File: src/rtl/fwos_pkg.sv
// Package for the FIFO with occupancy statistics: sizes, field structs,
// status and operation codes. No dependencies.
`default_nettype none

package fwos_pkg;

   localparam int DEPTH      = 64;
   localparam int DATA_WIDTH = 32;
   localparam int TIME_WIDTH = 32;

   localparam int IDX_W  = $clog2(DEPTH);
   localparam int CNT_W  = $clog2(DEPTH + 1);
   localparam int CAP_W  = 7;
   localparam int CMP_W  = (CNT_W > CAP_W) ? CNT_W : CAP_W;
   localparam int PROD_W = TIME_WIDTH + CNT_W;
   localparam int AREA_W = 64;

   localparam logic [CAP_W-1:0] CAP_RESET = CAP_W'(64);

   localparam logic OP_ENQ = 1'b0;
   localparam logic OP_DEQ = 1'b1;

   localparam logic [1:0] STATUS_OK    = 2'd0;
   localparam logic [1:0] STATUS_FULL  = 2'd1;
   localparam logic [1:0] STATUS_EMPTY = 2'd2;

   typedef struct packed {
      logic                  op;
      logic [TIME_WIDTH-1:0] event_time;
      logic [DATA_WIDTH-1:0] payload_in;
   } req_type;

   typedef struct packed {
      logic [DATA_WIDTH-1:0] payload_out;
      logic [1:0]            status;
      logic [CNT_W-1:0]      occupancy;
      logic [CNT_W-1:0]      max_occupancy;
      logic [AREA_W-1:0]     area_sum;
      logic [TIME_WIDTH-1:0] time_sum;
   } rsp_type;

   // Control from the sequencer to the ring store.
   typedef struct packed {
      logic rd_en;
      logic push;
      logic pop;
   } ring_cmd_type;

endpackage

`default_nettype wire

File: src/rtl/fwos_ring.sv
// Circular ring store with head/tail indices and item count.
// Depends on fwos_pkg.
`default_nettype none

module fwos_ring
   import fwos_pkg::*;
(
   input  wire logic                  clock,
   input  wire logic                  reset,
   input  wire ring_cmd_type          cmd,
   input  wire logic [DATA_WIDTH-1:0] wr_data,
   output logic      [CNT_W-1:0]      count,
   output logic      [DATA_WIDTH-1:0] head_data
);

   logic [DATA_WIDTH-1:0] mem [DEPTH];
   logic [DATA_WIDTH-1:0] head_ff;
   logic [IDX_W-1:0]      rd_idx_ff, rd_idx_in;
   logic [IDX_W-1:0]      wr_idx_ff, wr_idx_in;
   logic [CNT_W-1:0]      count_ff, count_in;

   function automatic logic [IDX_W-1:0] next_slot(input logic [IDX_W-1:0] idx);
      return (idx == IDX_W'(DEPTH - 1)) ? '0 : idx + IDX_W'(1);
   endfunction

   // Memory: one write port, one registered read port.
   always_ff @(posedge clock) begin
      if (cmd.push) begin
         mem[wr_idx_ff] <= wr_data;
      end
      if (cmd.rd_en) begin
         head_ff <= mem[rd_idx_ff];
      end
   end

   always_comb begin
      rd_idx_in = cmd.pop  ? next_slot(rd_idx_ff) : rd_idx_ff;
      wr_idx_in = cmd.push ? next_slot(wr_idx_ff) : wr_idx_ff;
      count_in  = count_ff;
      if (cmd.push) begin
         count_in = count_ff + CNT_W'(1);
      end else if (cmd.pop) begin
         count_in = count_ff - CNT_W'(1);
      end
   end

   always_ff @(posedge clock) begin
      if (reset) begin
         rd_idx_ff <= '0;
         wr_idx_ff <= '0;
         count_ff  <= '0;
      end else begin
         rd_idx_ff <= rd_idx_in;
         wr_idx_ff <= wr_idx_in;
         count_ff  <= count_in;
      end
   end

   assign count     = count_ff;
   assign head_data = head_ff;

endmodule

`default_nettype wire

File: src/rtl/fifo_with_occupancy_statistics_core.sv
// Top level of the FIFO with time-weighted occupancy statistics.
// Depends on fwos_pkg and fwos_ring.
`default_nettype none

// Payload FIFO that also keeps a time-weighted occupancy record. Each request
// beat is an enqueue or a dequeue carrying a timestamp. Before the operation
// acts, the ticks elapsed since the previous beat (zero if time ran backward)
// times the current item count go into a 64-bit saturating area sum, and the
// elapsed ticks go into a saturating time sum. An enqueue is refused with
// FULL once the queue holds capacity minus one items; a dequeue on an empty
// queue returns EMPTY with a zero payload. Every request beat yields exactly
// one response beat. A beat steps through accept with delta and head read,
// multiply of delta by count, and saturating accumulate and commit, and the
// block takes no new request until that beat has committed; the next
// request is accepted while the previous response still waits in the output
// register, and only a response that cannot be handed off stalls the
// accumulate step. The items live in a single-port-read synchronous memory
// read at accept, ahead of the commit. csr_wr_data sets the capacity (reset
// 64, clamped to 2..64); write it only while the block is idle.
module fifo_with_occupancy_statistics_core
   import fwos_pkg::*;
(
   input  wire logic             clock,
   input  wire logic             reset,
   input  wire logic             req_valid,
   output logic                  req_ready,
   input  wire req_type          req_data,
   output logic                  rsp_valid,
   input  wire logic             rsp_ready,
   output rsp_type               rsp_data,
   input  wire logic             csr_wr_en,
   input  wire logic [CAP_W-1:0] csr_wr_data
);

   typedef enum logic [2:0] {
      ST_IDLE = 3'b001,
      ST_MUL  = 3'b010,
      ST_ACC  = 3'b100
   } state_type;

   state_type state_ff, state_in;

   // Configuration and statistics state.
   logic [CAP_W-1:0]      cap_ff, cap_in;
   logic [CNT_W-1:0]      peak_ff, peak_in;
   logic [AREA_W-1:0]     area_ff, area_in;
   logic [TIME_WIDTH-1:0] tsum_ff, tsum_in;
   logic [TIME_WIDTH-1:0] last_ff, last_in;

   // Per-beat working registers.
   req_type               item_ff;
   logic [TIME_WIDTH-1:0] delta_ff;
   logic                  full_ff;
   logic                  empty_ff;
   logic [PROD_W-1:0]     prod_ff;

   // Output register.
   logic    rsp_valid_ff, rsp_valid_in;
   rsp_type rsp_data_ff;

   ring_cmd_type          ring_cmd;
   logic [CNT_W-1:0]      count;
   logic [DATA_WIDTH-1:0] head_data;

   logic                  accept;
   logic                  commit;
   logic [CMP_W-1:0]      cap_eff;
   logic [CMP_W-1:0]      full_limit;
   logic [TIME_WIDTH-1:0] delta;
   logic [AREA_W:0]       area_sum;
   logic [TIME_WIDTH:0]   tsum_sum;
   logic                  push_ok;
   logic                  pop_ok;
   logic [CNT_W-1:0]      count_after;
   rsp_type               rsp_next;

   fwos_ring u_ring (
      .clock     (clock),
      .reset     (reset),
      .cmd       (ring_cmd),
      .wr_data   (item_ff.payload_in),
      .count     (count),
      .head_data (head_data)
   );

   assign accept = req_valid && (state_ff == ST_IDLE);
   assign commit = (state_ff == ST_ACC) && (!rsp_valid_ff || rsp_ready);

   always_comb begin
      // Clamp the capacity into 2..DEPTH; full at one below it.
      if (CMP_W'(cap_ff) < CMP_W'(2)) begin
         cap_eff = CMP_W'(2);
      end else if (CMP_W'(cap_ff) > CMP_W'(DEPTH)) begin
         cap_eff = CMP_W'(DEPTH);
      end else begin
         cap_eff = CMP_W'(cap_ff);
      end
      full_limit = cap_eff - CMP_W'(1);

      delta = (req_data.event_time >= last_ff) ? req_data.event_time - last_ff : '0;

      area_sum = {1'b0, area_ff} + (AREA_W + 1)'(prod_ff);
      tsum_sum = {1'b0, tsum_ff} + {1'b0, delta_ff};

      push_ok = (item_ff.op == OP_ENQ) && !full_ff;
      pop_ok  = (item_ff.op == OP_DEQ) && !empty_ff;

      count_after = count;
      if (push_ok) begin
         count_after = count + CNT_W'(1);
      end else if (pop_ok) begin
         count_after = count - CNT_W'(1);
      end

      ring_cmd.rd_en = accept;
      ring_cmd.push  = commit && push_ok;
      ring_cmd.pop   = commit && pop_ok;
   end

   always_comb begin
      state_in     = state_ff;
      cap_in       = csr_wr_en ? csr_wr_data : cap_ff;
      peak_in      = peak_ff;
      area_in      = area_ff;
      tsum_in      = tsum_ff;
      last_in      = accept ? req_data.event_time : last_ff;
      rsp_valid_in = rsp_valid_ff && !rsp_ready;

      rsp_next.payload_out = pop_ok ? head_data : '0;
      if (item_ff.op == OP_ENQ) begin
         rsp_next.status = full_ff ? STATUS_FULL : STATUS_OK;
      end else begin
         rsp_next.status = empty_ff ? STATUS_EMPTY : STATUS_OK;
      end
      rsp_next.occupancy     = count_after;
      rsp_next.max_occupancy = peak_ff;
      rsp_next.area_sum      = area_sum[AREA_W] ? '1 : area_sum[AREA_W-1:0];
      rsp_next.time_sum      = tsum_sum[TIME_WIDTH] ? '1 : tsum_sum[TIME_WIDTH-1:0];
      // Track the peak after any enqueue, refused or not.
      if ((item_ff.op == OP_ENQ) && (count_after > peak_ff)) begin
         rsp_next.max_occupancy = count_after;
      end

      unique case (state_ff)
         ST_IDLE: begin
            if (accept) begin
               state_in = ST_MUL;
            end
         end
         ST_MUL: begin
            state_in = ST_ACC;
         end
         ST_ACC: begin
            if (commit) begin
               state_in     = ST_IDLE;
               peak_in      = rsp_next.max_occupancy;
               area_in      = rsp_next.area_sum;
               tsum_in      = rsp_next.time_sum;
               rsp_valid_in = 1'b1;
            end
         end
         default: begin
            state_in = ST_IDLE;
         end
      endcase
   end

   always_ff @(posedge clock) begin
      if (reset) begin
         state_ff     <= ST_IDLE;
         cap_ff       <= CAP_RESET;
         peak_ff      <= '0;
         area_ff      <= '0;
         tsum_ff      <= '0;
         last_ff      <= '0;
         rsp_valid_ff <= 1'b0;
      end else begin
         state_ff     <= state_in;
         cap_ff       <= cap_in;
         peak_ff      <= peak_in;
         area_ff      <= area_in;
         tsum_ff      <= tsum_in;
         last_ff      <= last_in;
         rsp_valid_ff <= rsp_valid_in;
      end
   end

   // Datapath registers: hold the beat, its delta and flags, then the product.
   always_ff @(posedge clock) begin
      if (accept) begin
         item_ff  <= req_data;
         delta_ff <= delta;
         full_ff  <= CMP_W'(count) >= full_limit;
         empty_ff <= (count == '0);
      end
      if (state_ff == ST_MUL) begin
         prod_ff <= PROD_W'(delta_ff) * PROD_W'(count);
      end
      if (commit) begin
         rsp_data_ff <= rsp_next;
      end
   end

   assign req_ready = (state_ff == ST_IDLE);
   assign rsp_valid = rsp_valid_ff;
   assign rsp_data  = rsp_data_ff;

endmodule

`default_nettype wire
File: config.mk
export PLATFORM = sky130hd
export DESIGN_NAME = fifo_with_occupancy_statistics_core
export DESIGN_NICKNAME = d
export VERILOG_FILES = /design/src/rtl/fwos_pkg.sv /design/src/rtl/fwos_ring.sv /design/src/rtl/fifo_with_occupancy_statistics_core.sv
export SDC_FILE = /design/constraint.sdc
export NUM_CORES = 2
export LEC_CHECK = 0
export ABC_AREA = 0
export BUFFER_PORTS_ARGS = -buffer_cell sky130_fd_sc_hd__buf_2
export CAP_MARGIN = 20
export CORE_MARGIN = 3
export CORE_UTILIZATION = 44
export DETAILED_ROUTE_END_ITERATION = 6
export HOLD_SLACK_MARGIN = 0.1
export PLACE_DENSITY = 0.61
export SLEW_MARGIN = 20
export SYNTH_ARGS = -nofsm -noshare
export SYNTH_HDL_FRONTEND = slang
export SYNTH_SLANG_ARGS = --single-unit
File: constraint.sdc
create_clock -name clock -period 9.9 [get_ports clock]
set_clock_uncertainty 0.05 [all_clocks]
set_input_delay 0.99 -clock clock [delete_from_list [all_inputs] [get_ports clock]]
set_output_delay 0.99 -clock clock [all_outputs]
set_load 0.02 [all_outputs]
== Word level (Yosys, flattened, before mapping) ==
Memory sizes are Yosys's and may differ from the RTL's. A register that Yosys moved wholly into a read port is not among the register bits.
Cells that the tools add are included.

* Memory bits (writable): 2,048
* Bits in latches: 0
* Memory bits (read-only): 0
* Register bits after elaboration: 415
* Logic and storage cells: 83
* Bits of input ports: 77
* Output and inout port bits: 146
* Memories: 1

* Equal/unequal tests: 7
* $add $sub $neg: 8
* Multipliers: 1
* Mux-type cells: 21
* Bitwise gates (word level): 1
* Reductions and logical operators: 17
* $lt $le $gt $ge: 5
* Div/mod/pow operators: 0
* Shift operators: 0

{| class="wikitable"
|+ Memory list
! name !! depth !! bits a word !! read ports !! clocked after memory_dff !! write ports !! line !! text
|-
| u_ring.mem || 64 || 32 || 1 || 1 || 1 || fwos_ring.sv:16 || <nowiki>logic [DATA_WIDTH-1:0] mem [DEPTH];</nowiki>
|}

{| class="wikitable"
|+ Operators by type and width
! cell !! number
|-
| 64-bit by 39-bit adder with 65-bit output || 1
|-
| 64-bit two-way mux || 1
|-
| 7-bit two-way mux || 7
|-
| 32-bit by 7-bit multiplier with 39-bit output || 1
|-
| 32-bit by 32-bit adder with 33-bit output || 1
|-
| 32-bit >= comparator || 1
|-
| 32-bit two-way mux || 1
|-
| 32-bit subtractor || 1
|-
| 7-bit by 1-bit subtractor with 7-bit output, second input constant || 2
|-
| 6-bit by 1-bit adder with 6-bit output, second input constant || 2
|-
| 6-bit == test, second input constant || 2
|-
| 6-bit two-way mux || 2
|-
| 3-bit case mux with 3 select lines || 1
|-
| 1-bit logical AND || 8
|-
| 7-bit by 1-bit adder with 7-bit output, second input constant || 1
|-
| 7-bit >= comparator || 1
|-
| 7-bit greater-than comparator || 1
|-
| 7-bit greater-than comparator, second input constant || 1
|-
| 7-bit logical NOT || 1
|-
| 7-bit by 2-bit less-than comparator with 1-bit output, second input constant || 1
|-
| 3-bit two-way mux || 2
|-
| 1-bit two-way mux || 5
|-
| 1-bit logical NOT || 4
|-
| 2-bit two-way mux || 2
|-
| other kinds (9) || 10
|}

== Longest topological paths before layout ==
* Depth after elaboration: 7
* Gate-level depth with buffers: 22
* Depth with buffers taken out: 20

== Hierarchy ==
A second synthesis with hierarchy kept.

* Cells, all modules: 6,237
* Area total of the unflattened synthesis: 106,811.2 µm²

{| class="wikitable"
|+ By module, submodules not included
! module !! times used !! cells each !! area an instance (µm²)
|-
| fwos_ring || 1 || 3,431 || 79,535.0
|-
| fifo_with_occupancy_statistics_core || 1 || 2,806 || 27,276.2
|}

== Least setup slack after synthesis ==
No wires, ideal clock.

* Kind: input to register
* From: in rsp_ready
* To: reg rsp_data_ff (netlist bit rsp_data[0]) (enable)
* Slack: 3,469 ps
* Arrival time: 5,818 ps
* Stages: 5
* Buffers on the path: 2
* Required time: 9,287 ps
* Cell sequence: nand2b_1 -> nand3_2 -> inv_2 -> clkbuf_1 -> buf_1

* Longest elaborated chain between the ends: 2

{| class="wikitable"
|+ Ends and longest elaborated chain
! element !! line !! text
|-
| from (decl) || fifo_with_occupancy_statistics_core.sv:29 || <nowiki>input wire logic rsp_ready,</nowiki>
|-
| 1-bit logical OR || fifo_with_occupancy_statistics_core.sv:87 || <nowiki>assign commit = (state_ff == ST_ACC) && (!rsp_valid_ff || rsp_ready);</nowiki>
|-
| 1-bit logical AND || fifo_with_occupancy_statistics_core.sv:87 ||
|-
| named net commit || fifo_with_occupancy_statistics_core.sv:66 || <nowiki>logic commit;</nowiki>
|-
| to (signal assigned) || fifo_with_occupancy_statistics_core.sv:200 || <nowiki>rsp_data_ff <= rsp_next;</nowiki>
|-
| to (decl) || fifo_with_occupancy_statistics_core.sv:59 || <nowiki>rsp_type rsp_data_ff;</nowiki>
|}

The timed path passes the listed nets, and every way through them passes these cells.
A chain may end at the register's enable or synchronous reset.

== Worst setup path after layout ==
* From: reg u_ring.count_ff[1] (netlist: u_ring.count[1])
* To: reg prod_ff[38], data pin

* Longest elaborated chain between the ends: 1

{| class="wikitable"
|+ Ends and longest elaborated chain
! element !! line !! text
|-
| from (decl) || fwos_ring.sv:20 || <nowiki>logic [CNT_W-1:0] count_ff, count_in;</nowiki>
|-
| from (signal assigned) || fwos_ring.sv:55 || <nowiki>count_ff <= count_in;</nowiki>
|-
| 32-bit by 7-bit multiplier with 39-bit output || fifo_with_occupancy_statistics_core.sv:197 || <nowiki>prod_ff <= PROD_W'(delta_ff) * PROD_W'(count);</nowiki>
|-
| to (signal assigned) || fifo_with_occupancy_statistics_core.sv:197 ||
|-
| to (decl) || fifo_with_occupancy_statistics_core.sv:55 || <nowiki>logic [PROD_W-1:0] prod_ff;</nowiki>
|}

No other way between the ends.

==> summary.json <==
{
  "run_status": {"value": "complete, no violations"},
  "start_util": {"value": 0.444},
  "ir_drop": {"value": 0.141, "unit": "mV"},
  "num_rows": {"value": 180},
  "dominantRegCellSynth": {"value": "sky130_fd_sc_hd__edfxtp_1"},
  "floorplan.die.width": {"value": 499, "unit": "um"},
  "postSynthNetCount": {"value": 6364},
  "cts_buffers": {"value": 283},
  "drc": {"value": 0},
  "timing.critical_path.required": {"value": 10.48, "unit": "ns"},
  "post-route-min-period": {"value": 6.25, "unit": "ns"},
  "detailedPlacementHpwl": {"value": 165, "unit": "mm"},
  "post-route-util": {"value": 0.502},
  "finalSetupViolations": {"value": 0},
  "wire_per_inst": {"value": 28.5, "unit": "um"},
  "power.switching": {"value": 4.50, "unit": "mW"},
  "cts_htree_levels": {"value": 5},
  "total_number_of_clock_tree_sinks": {"value": 2495},
  "fmaxAchievable": {"value": 160, "unit": "MHz"},
  "critPathCaptureType": {"value": "flop"},
  "fp.dieArea": {"value": 249000, "unit": "um^2"},
  "post_synthesis_sequential_area_ratio": {"value": 0.686},
  "max_slew.worst_pin.slew": {"value": 1.00, "unit": "ns"},
  "syn_to_final_growth": {"value": 13.1, "unit": "%"},
  "global_route.usage.total": {"value": 0.220},
  "syn-instance-count": {"value": 5955},
  "firstDrtPassIters": {"value": 5},
  "final_max_slew_viol_count": {"value": 0},
  "critPathKind": {"value": "flop to flop"},
  "sw_frac_of_total": {"value": 0.205},
  "netlist_area_before_placement": {"value": 107000, "unit": "um^2"},
  "count_of_pins_on_the_block_boundary": {"value": 223},
  "grt_max_degree": {"value": 106},
  "core_area": {"value": 241000, "unit": "um^2"},
  "gp_congestion": {"value": 0.871},
  "cts.path.max_buffers": {"value": 4},
  "relSlewSlack": {"value": 0.334},
  "ctsHoldBuffers": {"value": 0},
  "postRouteAntennaNets": {"value": 0},
  "clock_tree_from_tritoncts": {"value": "built"},
  "cts_root_buf": {"value": "sky130_fd_sc_hd__clkbuf_16"},
  "pwr-share-clk": {"value": 0.442},
  "multiInputGateArea": {"value": 32100, "unit": "um^2"},
  "drive_gt1_frac": {"value": 0.235},
  "globalRoute.totalOverflow": {"value": 0},
  "cap_viol_max_count": {"value": 0},
  "grt_pass1_wl": {"value": 399, "unit": "mm"},
  "antenna_violations_before_repair": {"value": 11},
  "portBuffers": {"value": 222},
  "regArea": {"value": 73300, "unit": "um^2"},
  "pwr_density_cell": {"value": 182, "unit": "nW/um^2"},
  "final.setup.tns": {"value": 0, "unit": "ns"},
  "power.static_leakage": {"value": 39.9, "unit": "nW"},
  "fin_nets": {"value": 6703},
  "startpoint_type": {"value": "flop"},
  "drt-vias-per-instance": {"value": 5.84},
  "synth-edff-count": {"value": 2330},
  "worst_hold_path_type": {"value": "input pin to flop"},
  "synth.yosys.warnings": {"value": 0},
  "post_cts.resized_instances": {"value": 0},
  "hold_viol": {"value": 0},
  "num-fill-cells": {"value": 19600},
  "rsz0062_at_grt": {"value": "no"},
  "cell_internal_pwr": {"value": 17.5, "unit": "mW"},
  "routed-via-count": {"value": 56400},
  "synthArstFlopShare": {"value": 0},
  "drt_iter0_markers": {"value": 5730},
  "totalWireLength": {"value": 275, "unit": "mm"},
  "min_period_over_period": {"value": 0.632},
  "combinationalPowerShare": {"value": 0.027},
  "ys_seq_elements": {"value": 2495},
  "grt_pass1_vias": {"value": 56600},
  "netlist-cell-type-count": {"value": 92},
  "timing.critical_path.arrival": {"value": 6.83, "unit": "ns"},
  "post_synth.cell_area_avg": {"value": 17.9, "unit": "um^2"},
  "post-cts-setup-buffers": {"value": 0},
  "floorplan.die.height": {"value": 499, "unit": "um"},
  "sequential_power_share": {"value": 0.532},
  "path_clk_slew": {"value": 0.06, "unit": "ns"},
  "clk-insertion-delay-late": {"value": 0.88, "unit": "ns"},
  "worst-path-max-fanout": {"value": 22}
}
## sequential cells by signal, indices dropped and copies added (netlist names), 32 cells and up
register,cells
u_ring.mem,2048
rsp_data,144
area_ff,64
prod_ff,39
item_ff,33
delta_ff,32
last_ff,32
tsum_ff,32
u_ring.head_data,32
## metal layers
layer  global-route usage  up-vias  part of all wire
met5                    0        -                 0
met4               0.0620        0             0.029
met3               0.0303      431             0.058
met2                0.370     1866              0.50
met1                0.300    30000              0.41
li1                     -    24100                 -
## cell usage in the layout (no fill, tap or decap), drive strengths merged, types with 8 or more instances in the layout
cell,n
buf,361
o21ai,107
and3,26
nor2b,20
a31oi,19
mux4,672
and2,219
dfxtp,165
bufinv,12
nor4,10
clkinv,78
nand3,56
a21o,70
and4,8
o211ai,11
edfxtp,2330
diode,8
nor2,304
nor3,40
a311oi,47
nand2,349
o21bai,22
inv,210
fa,152
o21a,27
or2,14
a211oi,23
xor2,70
xnor2,96
clkbuf,368
ha,180
nand4,37
mux2i,10
a21oi,234
nand2b,22
## worst max-delay path, cell delays in order (launching register included)
cell                        delay [ns]
sky130_fd_sc_hd__dfxtp_1          0.84
sky130_fd_sc_hd__buf_4            0.40
sky130_fd_sc_hd__and2_1           0.21
sky130_fd_sc_hd__fa_1             0.43
sky130_fd_sc_hd__fa_1             0.50
sky130_fd_sc_hd__fa_1             0.49
sky130_fd_sc_hd__inv_1            0.05
sky130_fd_sc_hd__fa_1             0.47
sky130_fd_sc_hd__inv_1            0.04
sky130_fd_sc_hd__ha_1             0.36
sky130_fd_sc_hd__a21o_1           0.19
sky130_fd_sc_hd__a21o_1           0.19
sky130_fd_sc_hd__a2111oi_0        0.42
sky130_fd_sc_hd__o32ai_1          0.16
sky130_fd_sc_hd__a21oi_1          0.40
sky130_fd_sc_hd__o21ai_1          0.22
sky130_fd_sc_hd__nor3_1           0.23
sky130_fd_sc_hd__o21bai_1         0.11
sky130_fd_sc_hd__a21oi_1          0.17
sky130_fd_sc_hd__xnor2_1          0.07
## worst paths after layout
check	start	to	slack, ns	depth (start not counted)
setup / recovery	u_ring.count[1]	prod_ff[38]	3.65	19
hold / removal	req_data[10]	item_ff[10]	0.22	1
setup reg to reg	u_ring.count[1]	prod_ff[38]	3.65	19
hold reg to reg	last_ff[26]	last_ff[26]	0.40	2
## logic make-up (layout without fill, tap and decap cells)
family	Yosys count	count (layout)	synth area share
AOI/OAI and AO/OA	629	629	0.0378
xor gates and xnor gates	166	166	0.0136
adders and majority gates	332	332	0.0495
buffers and inverters	512	1035	0.0191
DFF	2495	2495	0.686
muxes	683	683	0.143
other	0	8	0
and+or+nand+nor	1138	1138	0.0518
## power by group through the flow
stage | Clock [mW] | Sequential (mW) | Combinational, mW
6_report | 9.70 | 11.7 | 0.586
5_1_grt | 10.3 | 11.7 | 0.645
4_1_cts | 9.91 | 11.7 | 0.588
3_5_place_dp | 0 | 11.9 | 0.587
3_3_place_gp | 0 | 11.9 | 0.569
2_1_floorplan | 0 | 11.9 | 0.267
## cells in the mapped netlist (22+ instances only)
library cell                  n  area (um^2)
sky130_fd_sc_hd__a311oi_1    47          412
sky130_fd_sc_hd__nor3_1      36          180
sky130_fd_sc_hd__and2_1     219         1370
sky130_fd_sc_hd__xor2_1      70          613
sky130_fd_sc_hd__buf_2       57          285
sky130_fd_sc_hd__inv_1      204          766
sky130_fd_sc_hd__nand2_1    344         1290
sky130_fd_sc_hd__xnor2_1     96          841
sky130_fd_sc_hd__a21oi_1    233         1170
sky130_fd_sc_hd__ha_1       180         2250
sky130_fd_sc_hd__clkbuf_1   217          815
sky130_fd_sc_hd__dfxtp_1    165         3300
sky130_fd_sc_hd__nand3_1     54          270
sky130_fd_sc_hd__o21ai_0     93          465
sky130_fd_sc_hd__edfxtp_1  2330        70000
sky130_fd_sc_hd__and3_1      26          163
sky130_fd_sc_hd__mux4_2     672        15100
sky130_fd_sc_hd__a21o_1      70          526
sky130_fd_sc_hd__nand2b_1    22          138
sky130_fd_sc_hd__o21a_1      27          203
sky130_fd_sc_hd__nand4_1     36          225
sky130_fd_sc_hd__nor2_1     303         1140
sky130_fd_sc_hd__buf_1       25         93.8
sky130_fd_sc_hd__o21bai_1    22          165
sky130_fd_sc_hd__fa_1       152         3040
## cell type report
type	count	area share
clock inverters	101	0.00683
clock buffers	368	0.0631
well taps	3185	0.0330
inverters	205	0.00647
repair buffers	361	0.0190
multi-input cells	2948	0.265
flip-flops and latches	2495	0.606
diodes	8	0.000166
## per-stage QoR
step	cell area, um^2	std cells	hold slack [ns]	worst slack, ns	total power [mW]
6_report	121000	9671	0.215	3.65	22.0
5_1_grt	121000	9664	0.163	3.13	22.6
4_1_cts	121000	9662	0.135	3.58	22.2
3_5_place_dp	112000	9193	0.398	3.62	12.5
3_3_place_gp	112000	9193	0.392	3.72	12.5
2_1_floorplan	107000	5955	0.386	3.47	12.2
(Power assumes the default switching activity.)
